===== src/rtl/shortest_job_first_ready_queue_assert.svh =====
// assertion macros used by the sjf ready queue datapath
// all macros sample on clk and are disabled while rst is high
`ifndef SHORTEST_JOB_FIRST_READY_QUEUE_ASSERT_SVH
`define SHORTEST_JOB_FIRST_READY_QUEUE_ASSERT_SVH

// same-cycle implication
`define SJFQ_ASSERT_NOW(lbl, ante, cons, msg) \
  lbl: assert property (@(posedge clk) disable iff (rst) (ante) |-> (cons)) else $error(msg);

// next-cycle implication
`define SJFQ_ASSERT_NEXT(lbl, ante, cons, msg) \
  lbl: assert property (@(posedge clk) disable iff (rst) (ante) |=> (cons)) else $error(msg);

`endif


===== src/rtl/sjfq_pkg.sv =====
// ----------------------------------------------------------------------------
// sjfq_pkg
// shared types and constants for the shortest-job-first ready queue
// ----------------------------------------------------------------------------
`timescale 1ns / 1ps
`default_nettype none

package sjfq_pkg;

  localparam int QUEUE_DEPTH = 16;
  localparam int CNT_W       = $clog2(QUEUE_DEPTH + 1);
  localparam int ID_W        = 16;
  localparam int BT_W        = 16;
  localparam int STATUS_W    = 2;
  localparam int ECNT_W      = 5;

  localparam logic OP_PUSH = 1'b0;
  localparam logic OP_POP  = 1'b1;

  localparam logic [STATUS_W-1:0] ST_OK    = 2'd0;
  localparam logic [STATUS_W-1:0] ST_FULL  = 2'd1;
  localparam logic [STATUS_W-1:0] ST_EMPTY = 2'd2;

  typedef enum logic {
    S_IDLE,
    S_EXEC
  } state_t;

  // controller to datapath
  typedef struct packed {
    logic                capture;
    logic                exec;
    logic                insert;
    logic                remove;
    logic [STATUS_W-1:0] code;
  } cmd_t;

  // datapath to controller
  typedef struct packed {
    logic is_pop;
    logic full;
    logic empty;
  } stat_t;

endpackage

`default_nettype wire


===== src/rtl/sjfq_if.sv =====
// ----------------------------------------------------------------------------
// sjfq request and response channels
// valid/ready channels carrying one queue request or one result word
// ----------------------------------------------------------------------------
`timescale 1ns / 1ps
`default_nettype none

interface sjfq_req_if;
  logic                     valid;
  logic                     ready;
  logic                     op;
  logic [sjfq_pkg::ID_W-1:0] job_id;
  logic [sjfq_pkg::BT_W-1:0] burst_time;

  modport source (output valid, output op, output job_id, output burst_time, input ready);
  modport sink   (input valid, input op, input job_id, input burst_time, output ready);
endinterface

interface sjfq_rsp_if;
  logic                         valid;
  logic                         ready;
  logic [sjfq_pkg::STATUS_W-1:0] status;
  logic [sjfq_pkg::ID_W-1:0]     out_job_id;
  logic [sjfq_pkg::BT_W-1:0]     out_burst_time;
  logic [sjfq_pkg::ECNT_W-1:0]   entry_count;

  modport source (output valid, output status, output out_job_id, output out_burst_time,
                  output entry_count, input ready);
  modport sink   (input valid, input status, input out_job_id, input out_burst_time,
                  input entry_count, output ready);
endinterface

`default_nettype wire


===== src/rtl/sjfq_ctrl.sv =====
// ----------------------------------------------------------------------------
// sjfq_ctrl
// request sequencer and output word valid tracking
// ----------------------------------------------------------------------------
`timescale 1ns / 1ps
`default_nettype none

module sjfq_ctrl (
  input  wire logic            clk,
  input  wire logic            rst,
  input  wire logic            req_valid,
  output logic                 req_ready,
  output logic                 rsp_valid,
  input  wire logic            rsp_ready,
  input  wire sjfq_pkg::stat_t stat,
  output sjfq_pkg::cmd_t       cmd
);
  import sjfq_pkg::*;

  state_t state, state_next;
  logic   ovalid, ovalid_next;
  logic   can_load;

  always_ff @(posedge clk) begin
    if (rst) begin
      state  <= S_IDLE;
      ovalid <= 1'b0;
    end else begin
      state  <= state_next;
      ovalid <= ovalid_next;
    end
  end

  // output register is free or being drained this cycle
  assign can_load  = !ovalid || rsp_ready;
  assign rsp_valid = ovalid;

  always_comb begin
    state_next  = state;
    req_ready   = 1'b0;
    cmd         = '0;
    cmd.code    = ST_OK;
    ovalid_next = ovalid && !rsp_ready;
    unique case (state)
      S_IDLE: begin
        // no request word is taken while reset is held
        req_ready   = !rst;
        cmd.capture = req_valid && !rst;
        if (req_valid && !rst) begin
          state_next = S_EXEC;
        end
      end
      S_EXEC: begin
        if (can_load) begin
          cmd.exec    = 1'b1;
          ovalid_next = 1'b1;
          state_next  = S_IDLE;
          if (stat.is_pop) begin
            if (stat.empty) begin
              cmd.code = ST_EMPTY;
            end else begin
              cmd.remove = 1'b1;
            end
          end else begin
            if (stat.full) begin
              cmd.code = ST_FULL;
            end else begin
              cmd.insert = 1'b1;
            end
          end
        end
      end
      default: begin
        state_next = S_IDLE;
      end
    endcase
  end

endmodule

`default_nettype wire


===== src/rtl/sjfq_dp.sv =====
// ----------------------------------------------------------------------------
// sjfq_dp
// sorted slot array with parallel compare-and-shift, and result register
// ----------------------------------------------------------------------------
`timescale 1ns / 1ps
`default_nettype none
`include "shortest_job_first_ready_queue_assert.svh"

module sjfq_dp (
  input  wire logic                          clk,
  input  wire logic                          rst,
  input  wire sjfq_pkg::cmd_t                cmd,
  input  wire logic                          op,
  input  wire logic [sjfq_pkg::ID_W-1:0]     job_id,
  input  wire logic [sjfq_pkg::BT_W-1:0]     burst_time,
  output sjfq_pkg::stat_t                    stat,
  output logic [sjfq_pkg::STATUS_W-1:0]      status,
  output logic [sjfq_pkg::ID_W-1:0]          out_job_id,
  output logic [sjfq_pkg::BT_W-1:0]          out_burst_time,
  output logic [sjfq_pkg::ECNT_W-1:0]        entry_count
);
  import sjfq_pkg::*;

  logic            op_q;
  logic [ID_W-1:0] id_q;
  logic [BT_W-1:0] bt_q;
  logic [CNT_W-1:0] count;

  logic [ID_W-1:0] slot_id [QUEUE_DEPTH];
  logic [BT_W-1:0] slot_bt [QUEUE_DEPTH];

  logic [QUEUE_DEPTH-1:0] longer;
  logic [CNT_W+ECNT_W-1:0] count_wide;

  // request capture
  always_ff @(posedge clk) begin
    if (cmd.capture) begin
      op_q <= op;
      id_q <= job_id;
      bt_q <= burst_time;
    end
  end

  assign stat.is_pop = (op_q == OP_POP);
  assign stat.full   = (count == CNT_W'(QUEUE_DEPTH));
  assign stat.empty  = (count == '0);

  // held slots strictly longer than the new job; a suffix of the held range
  always_comb begin
    for (int i = 0; i < QUEUE_DEPTH; i++) begin
      longer[i] = (CNT_W'(i) < count) && (slot_bt[i] > bt_q);
    end
  end

  always_ff @(posedge clk) begin
    for (int i = 0; i < QUEUE_DEPTH; i++) begin
      if (cmd.insert) begin
        if (i > 0 && longer[(i > 0) ? i - 1 : 0]) begin
          slot_id[i] <= slot_id[(i > 0) ? i - 1 : 0];
          slot_bt[i] <= slot_bt[(i > 0) ? i - 1 : 0];
        end else if (longer[i] || CNT_W'(i) == count) begin
          slot_id[i] <= id_q;
          slot_bt[i] <= bt_q;
        end
      end else if (cmd.remove && i < QUEUE_DEPTH - 1) begin
        slot_id[i] <= slot_id[(i < QUEUE_DEPTH - 1) ? i + 1 : i];
        slot_bt[i] <= slot_bt[(i < QUEUE_DEPTH - 1) ? i + 1 : i];
      end
    end
  end

  always_ff @(posedge clk) begin
    if (rst) begin
      count <= '0;
    end else if (cmd.insert) begin
      count <= count + 1'b1;
    end else if (cmd.remove) begin
      count <= count - 1'b1;
    end
  end

  // result register
  always_ff @(posedge clk) begin
    if (cmd.exec) begin
      status         <= cmd.code;
      out_job_id     <= cmd.remove ? slot_id[0] : '0;
      out_burst_time <= cmd.remove ? slot_bt[0] : '0;
    end
  end

  // count after the item, reported modulo 32
  always_ff @(posedge clk) begin
    if (cmd.exec) begin
      entry_count <= count_wide[ECNT_W-1:0];
    end
  end

  always_comb begin
    count_wide = {{ECNT_W{1'b0}}, count};
    if (cmd.insert) begin
      count_wide = {{ECNT_W{1'b0}}, count + 1'b1};
    end else if (cmd.remove) begin
      count_wide = {{ECNT_W{1'b0}}, count - 1'b1};
    end
  end

  `SJFQ_ASSERT_NOW(a_count_bound, 1'b1, count <= CNT_W'(QUEUE_DEPTH), "count above depth")
  `SJFQ_ASSERT_NOW(a_insert_room, cmd.insert, !stat.full && !stat.is_pop, "insert without room")
  `SJFQ_ASSERT_NOW(a_remove_held, cmd.remove, !stat.empty && stat.is_pop, "remove from empty")
  `SJFQ_ASSERT_NEXT(a_push_count, cmd.insert, count == $past(count) + 1'b1, "push count slip")
  `SJFQ_ASSERT_NEXT(a_zero_payload, cmd.exec && !cmd.remove,
                    out_job_id == '0 && out_burst_time == '0, "payload not zero")

endmodule

`default_nettype wire


===== src/rtl/shortest_job_first_ready_queue.sv =====
// result word: valid in the cycle after the exec cycle; exec waits until the output register is free or draining
// a new request is taken only in idle, after the previous one has been applied
//   by a single compare-and-shift over the slot array
// the next request is accepted while a result word waits in the output register
// reset: synchronous rst empties the queue and drops any pending result word
// ----------------------------------------------------------------------------
// shortest_job_first_ready_queue
// bounded ready queue sorted by burst time, push inserts and pop returns head
// ----------------------------------------------------------------------------
`timescale 1ns / 1ps
`default_nettype none

module shortest_job_first_ready_queue (
  input wire logic   clk,
  input wire logic   rst,
  sjfq_req_if.sink   req,
  sjfq_rsp_if.source rsp
);
  import sjfq_pkg::*;

  // command and status between sequencer and slot datapath
  cmd_t  cmd;
  stat_t stat;

  // sequencer: idle takes a request word, exec applies it once the output
  // register is free or draining
  sjfq_ctrl u_ctrl (
    .clk       (clk),
    .rst       (rst),
    .req_valid (req.valid),
    .req_ready (req.ready),
    .rsp_valid (rsp.valid),
    .rsp_ready (rsp.ready),
    .stat      (stat),
    .cmd       (cmd)
  );

  // datapath: each slot compares its key to the new burst time in parallel,
  // so an insert or a removal shifts all affected slots together; equal keys
  // are not shifted, keeping arrival order
  sjfq_dp u_dp (
    .clk            (clk),
    .rst            (rst),
    .cmd            (cmd),
    .op             (req.op),
    .job_id         (req.job_id),
    .burst_time     (req.burst_time),
    .stat           (stat),
    .status         (rsp.status),
    .out_job_id     (rsp.out_job_id),
    .out_burst_time (rsp.out_burst_time),
    .entry_count    (rsp.entry_count)
  );

endmodule

`default_nettype wire


===== src/flat_wrapper.sv =====
// flat-port wrapper written by rule: the top's interface ports become plain ports
module shortest_job_first_ready_queue_flat import sjfq_pkg::*;
  (clk, rst, req_valid, req_op, req_job_id, req_burst_time, req_ready, rsp_valid, rsp_status, rsp_out_job_id, rsp_out_burst_time, rsp_entry_count, rsp_ready);
  sjfq_req_if req_i ();
  sjfq_rsp_if rsp_i ();
  input wire logic clk;
  input wire logic rst;
  input wire logic [$bits(req_i.valid)-1:0] req_valid;
  input wire logic [$bits(req_i.op)-1:0] req_op;
  input wire logic [$bits(req_i.job_id)-1:0] req_job_id;
  input wire logic [$bits(req_i.burst_time)-1:0] req_burst_time;
  output wire logic [$bits(req_i.ready)-1:0] req_ready;
  output wire logic [$bits(rsp_i.valid)-1:0] rsp_valid;
  output wire logic [$bits(rsp_i.status)-1:0] rsp_status;
  output wire logic [$bits(rsp_i.out_job_id)-1:0] rsp_out_job_id;
  output wire logic [$bits(rsp_i.out_burst_time)-1:0] rsp_out_burst_time;
  output wire logic [$bits(rsp_i.entry_count)-1:0] rsp_entry_count;
  input wire logic [$bits(rsp_i.ready)-1:0] rsp_ready;
  assign req_i.valid = req_valid;
  assign req_i.op = req_op;
  assign req_i.job_id = req_job_id;
  assign req_i.burst_time = req_burst_time;
  assign req_ready = req_i.ready;
  assign rsp_valid = rsp_i.valid;
  assign rsp_status = rsp_i.status;
  assign rsp_out_job_id = rsp_i.out_job_id;
  assign rsp_out_burst_time = rsp_i.out_burst_time;
  assign rsp_entry_count = rsp_i.entry_count;
  assign rsp_i.ready = rsp_ready;
  shortest_job_first_ready_queue u_core (.clk(clk), .rst(rst), .req(req_i), .rsp(rsp_i));
endmodule

===== config.mk =====
export PLATFORM = sky130hd
export DESIGN_NAME = shortest_job_first_ready_queue_flat
export DESIGN_NICKNAME = d
export VERILOG_FILES = /design/src/rtl/sjfq_pkg.sv /design/src/rtl/sjfq_if.sv /design/src/rtl/sjfq_ctrl.sv /design/src/rtl/sjfq_dp.sv /design/src/rtl/shortest_job_first_ready_queue.sv /design/src/flat_wrapper.sv
export VERILOG_INCLUDE_DIRS = /design/src /design/src/rtl
export SDC_FILE = /design/constraint.sdc
export NUM_CORES = 2
export LEC_CHECK = 0
export BUFFER_PORTS_ARGS = -buffer_cell sky130_fd_sc_hd__buf_2
export CORE_MARGIN = 1.5
export CORE_UTILIZATION = 55
export CTS_CLUSTER_DIAMETER = 50
export DETAILED_ROUTE_END_ITERATION = 8
export PLACE_DENSITY = 0.71
export SETUP_SLACK_MARGIN = 0.02
export SYNTH_ARGS = -nofsm -noshare
export SYNTH_HDL_FRONTEND = slang
export SYNTH_SLANG_ARGS = --single-unit

===== constraint.sdc =====
create_clock -name clk -period 14.5 [get_ports clk]
set_input_delay 0.725 -clock clk [delete_from_list [all_inputs] [get_ports clk]]
set_output_delay 0.725 -clock clk [all_outputs]
set_load 0.02 [all_outputs]

# Word-level counts from Yosys, hierarchy flattened
# Memories as Yosys holds them, arrays and structs flattened.
# Cells that the tools add are included.
# W data, S select, Z words.
# totals
n_memories,2
latchBits,0
rom_bits,0
regBits,79
mem_bits_rw,512
# op_classes
shift,0
multipliers,0
n_eq_ne,16
reduce_logical,41
n_mux,191
order_cmp,32
n_addsub,2
div,0
bitwise_logic,61
# mem_list
memory,words,width,rd,rd_ports_with_merged_regs,write_ports,line,rtl
u_core.u_dp.slot_bt,16,16,16,0,16,sjfq_dp.sv:30,logic [BT_W-1:0] slot_bt [QUEUE_DEPTH];
u_core.u_dp.slot_id,16,16,16,0,16,sjfq_dp.sv:29,logic [ID_W-1:0] slot_id [QUEUE_DEPTH];
# op_table
operator,count
$mux W16,60
$gt A16 B16 Y1,16
$mux W1,122
$or A1 B1 Y1,60
$eq A4 B5 Y1 const A,8
$lt A4 B5 Y1 const A,8
$mux W5,6
$eq A3 B5 Y1 const A,4
$lt A3 B5 Y1 const A,4
$logic_and A1 B1 Y1,18
$logic_or A1 B1 Y1,17
$eq A2 B5 Y1 const A,2
$lt A1 B5 Y1 const A,2
$lt A2 B5 Y1 const A,2
$add A5 B1 Y5 const B,1
$eq A1 B5 Y1 const A,1
$eq A5 B5 Y1 const B,1
$logic_not A5 Y1,1
$sub A5 B1 Y5 const B,1
$mux W2,2
$logic_not A1 Y1,3
$pmux W1 S2,1
$reduce_and A2 Y1,1
$reduce_bool A2 Y1,1
$not A1 Y1,1

# Logic depth before layout (Yosys ltp)
# An unclocked memory read counts as a cell.
# logic_depth
word_depth,10
mapped_depth,12

# Modules after synthesis
# From an unflattened synthesis, not the netlist that was laid out.
# unflattened
hier_cells,3160
area_unflattened_um2,34628.2
# modules_own_cells
module,seq_area_each_um2,area_each_um2,cells_each,n_inst
sjfq_dp,17636.9,34479.3,3146,1
sjfq_ctrl,40.0,148.9,14,1

# Worst setup path before layout
# No wires, ideal clock.
# synth_path
kind,input to register
start,input port rsp_ready
end,"memory u_core.u_dp.slot_bt[8][0], in the netlist u_core.u_dp.slot_bt[1][0], enable pin"
cell_stages,6
t_required_ps,14034
setup_ps,466
arrival_time_ps,5525
setup_slack_ps,8509
path_cell_list,nor2b_1 -> nor2_1 -> nand2_1 -> nor2_1 -> nor2_1 -> o21ai_0
# synth_rtl
element,line,rtl
start: declaration,flat_wrapper.sv:18,input wire logic [$bits(rsp_i.ready)-1:0] rsp_ready;
end: declaration,sjfq_dp.sv:30,

==> results.json <==
{
  "rsz0062_at_grt": "no",
  "drt_pre_antenna_iters": 5,
  "crit_path_max_fanout": 120,
  "cts_buf_count": 73,
  "timing.final.crit_period_ns": 5.08,
  "timing.critical_path.buf_inv": 4,
  "final-setup-viol-count": 0,
  "ioPinCount": 78,
  "dpl.hpwl_um": 72700,
  "finalHoldViolations": 0,
  "peak_freq_ghz": 0.197,
  "synth_top_family_by_area": "compound AO/OA/AOI/OAI gates",
  "critical_path.max_stage_delay_ns": 1.01,
  "htreeDepth": 3,
  "global_route_wire_length_before_repair_um": 155000,
  "first_global_vias": 26400,
  "cts-resized-gates": 0,
  "leakagePower_nw": 13.8,
  "list_of_cells_traversed_by_the_critical_path": "inv_1 > ha_1 > nor2b_1 > nand2_1 > nand3_4 > buf_4 > buf_4 > buf_4 > nand2_1 > nand2_1 > mux2_1",
  "required_ns": 15.00,
  "power.density_cell_area_nw_per_um2": 114,
  "vias_per_cell": 6.48,
  "vdd.ir_drop.worst_uv": 89.4,
  "ant_nets": 0,
  "synth_edf_count": 584,
  "num_vias": 26300,
  "synth.mux.area_fraction_pct": 9.37,
  "critical_path_start_type": "flip-flop",
  "die_h_um": 253,
  "grt_max_degree": 259,
  "worstSetupEndpoint": "u_core.u_dp.slot_id[1][12]",
  "place.port_buffers": 77,
  "fin_tns_setup_ns": 0,
  "synth_cell_type_count": 80,
  "design.core.area_sq_um": 61700,
  "area.growth.synth_to_final_pct": 10.7,
  "yosys_register_bits": 591,
  "clock-sinks": 591,
  "clkTransAtPathRegs_ns": 0.06,
  "antenna_found_initial": 0,
  "yosys.area_share.adder_pct": 9.50,
  "ys_warn_count": 0,
  "slowest_stage": "buf_4",
  "insertion_delay_ns": 0.63,
  "cts_max_path_buffers": 3,
  "design.die.area_sq_um": 64000,
  "avgRoutedWirePerCell_um": 25.4,
  "synthFlopType": "edfxtp_1",
  "rrSetupSlack_ns": 9.42,
  "worst_hold_slack_ns": 0.271,
  "ys_async_sr_fraction_pct": 0,
  "skew_ns": 0.0288,
  "max_slew.worst_pin.slew_ns": 1.35,
  "critical_path_class": "reg2reg",
  "track_usage_pct": 32.1,
  "post_synth_xor_area_fraction_pct": 0.0764,
  "totalWireLength_um": 103000,
  "crit_family": "buffers and inverters",
  "relSlewSlack_pct": 9.75,
  "die_x_um": 253,
  "site_rows": 91,
  "post_synthesis_compound_gate_area_fraction_pct": 13.5,
  "timing.reg2reg.worst_path_depth": 11,
  "drt_first_iter_violations": 2151,
  "synthesis.nets": 3445,
  "timing.final.max_slew_violations": 0,
  "r2r_end": "u_core.u_dp.slot_id[1][12]",
  "worst-path-stages": 11,
  "total_power_consumption_mw": 4.33,
  "synthesis.area_sq_um": 34400,
  "cp.arrival_ns": 5.58,
  "syn-instance-count": 3147,
  "synth-seq-area-share_pct": 51.4,
  "floorplan.initialDensity_pct": 55.7,
  "synthSimpleGateAreaFrac_pct": 11.7,
  "cts_root_buf": "clkbuf_16",
  "postSynthAreaPerCell_sq_um": 10.9,
  "drc": 0,
  "max_cap_violations": 0,
  "layout.filler_cells": 5019,
  "antenna_cells_inserted": 0,
  "nets": 3457,
  "post_route_fraction_of_the_period_consumed_by_the_critical_path_pct": 35.0,
  "hold_class": "in2reg",
  "number_of_setup_buffers_added_after_cts": 0,
  "crit_start": "u_core.u_dp.count[1]",
  "gpl.final_weighted_congestion": 0.883,
  "post_route_cells_drive_above_1_share_pct": 9.88,
  "r2r-start": "u_core.u_dp.count[1]",
  "cts_hold_buf": 0,
  "run_status": "finished clean",
  "crit_path_end_kind": "flip-flop",
  "cts_tree": "built",
  "grt_remaining_overflow": 0
}
## Yosys cell counts, types with 7 or more instances
cell type	instances	share of area, %
inv_1	131	1.4
o21ai_0	39	0.57
o211ai_1	18	0.39
mux2i_1	250	7.3
buf_2	73	1.1
clkbuf_1	77	0.84
nor2b_1	27	0.49
a21oi_1	344	5.0
mux2_1	60	2.0
buf_4	19	0.41
buf_1	23	0.25
o31ai_1	7	0.15
nor4_1	9	0.16
nand2b_1	7	0.13
nand2_1	466	5.1
ha_1	261	9.5
nor2_1	297	3.2
buf_6	12	0.39
a221o_1	32	0.93
o221ai_1	135	3.4
o21ai_1	33	0.48
dfxtp_1	7	0.41
o21a_1	13	0.28
nor3_1	41	0.60
edfxtp_1	584	51
nand4_1	57	1.0
a21o_1	8	0.17
## sequential cells by signal, indices dropped and copies added (netlist names), 2 cells and up
signal	count
u_core.u_dp.bt_q	16
u_core.u_dp.count	5
u_core.u_dp.entry_count	5
u_core.u_dp.id_q	16
u_core.u_dp.out_burst_time	16
u_core.u_dp.out_job_id	16
u_core.u_dp.slot_bt	256
u_core.u_dp.slot_id	256
u_core.u_dp.status	2
## power by group
part | leakage, nW | total (mW) | switching (mW) | internal [mW]
Combinational | 7.22 | 0.386 | 0.257 | 0.129
Sequential | 5.39 | 2.02 | 0.0572 | 1.97
Clock | 1.22 | 1.92 | 0.774 | 1.14
Total | 13.8 | 4.33 | 1.09 | 3.24
## layer usage
| layer | global-route usage (%) | routed length, um |
|---|---|---|
| met2 | 53.8 | 49800 |
| met4 | 19.2 | 6880 |
| met3 | 4.07 | 5880 |
| met1 | 39.8 | 40500 |
| met5 | 0 | 0 |
## cells by family after synthesis
family / count (synthesis)
AOI/OAI and AO/OA: 701
adders and majority gates: 261
xor gates and xnor gates: 3
and+or+nand+nor: 941
DFF: 591
muxes: 314
buffers and inverters: 336
## how the worst min path moves through the flow
stage | depth (start not counted) | endpoint | from
2_1_floorplan | 2 | u_core.u_ctrl.rsp_valid | u_core.u_ctrl.state
3_3_place_gp | 2 | u_core.u_ctrl.rsp_valid | u_core.u_ctrl.rsp_valid
5_1_grt | 1 | u_core.u_dp.id_q[4] | req_job_id[4]
3_5_place_dp | 2 | u_core.u_ctrl.rsp_valid | u_core.u_ctrl.rsp_valid
6_report | 1 | u_core.u_dp.id_q[4] | req_job_id[4]
4_1_cts | 1 | u_core.u_dp.id_q[4] | req_job_id[4]
## cell usage in the layout (no fill, tap or decap), types with 8 or more instances in the layout
cell type | Yosys | final
inv_1 | 131 | 131
nand4_1 | 57 | 57
nand2_1 | 466 | 466
clkbuf_16 | 0 | 75
a221o_1 | 32 | 32
buf_4 | 19 | 62
clkbuf_1 | 77 | 12
o221ai_1 | 135 | 135
clkinv_2 | 0 | 13
a21oi_4 | 1 | 13
mux2i_1 | 250 | 250
nor4_1 | 9 | 9
edfxtp_1 | 584 | 584
o211ai_1 | 18 | 18
o21ai_0 | 39 | 38
bufinv_16 | 0 | 10
mux2_1 | 60 | 60
o21ai_1 | 33 | 32
buf_2 | 73 | 77
a21o_1 | 8 | 8
nor2b_1 | 27 | 27
nor3_1 | 41 | 41
ha_1 | 261 | 261
a21oi_1 | 344 | 333
nor2_1 | 297 | 292
o21a_1 | 13 | 13
## metrics by stage
step           instance area [sq um]  util (%)  instances  setup WS [ns]
2_1_floorplan                  34400         -       3147           8.51
3_3_place_gp                   35500      57.6       3920           9.75
3_5_place_dp                   35500      57.6       3920           9.60
4_1_cts                        38000      61.6       4054           9.59
5_1_grt                        38100      61.7       4055           9.06
6_report                       38100      61.7       4055           9.42
## cell type report
type                       instances  area [sq um]  share of cell area [%]
multi-input combinational       2220         15400                    40.6
clock buffer                      88          1940                    5.09
timing repair buffer             141           891                    2.34
clock inverter                    46           566                    1.49
sequential                       591         17700                    46.5
inverter                         132           495                    1.30
tap                              837          1050                    2.75
Note: power is estimated with default switching activity, not from simulation.
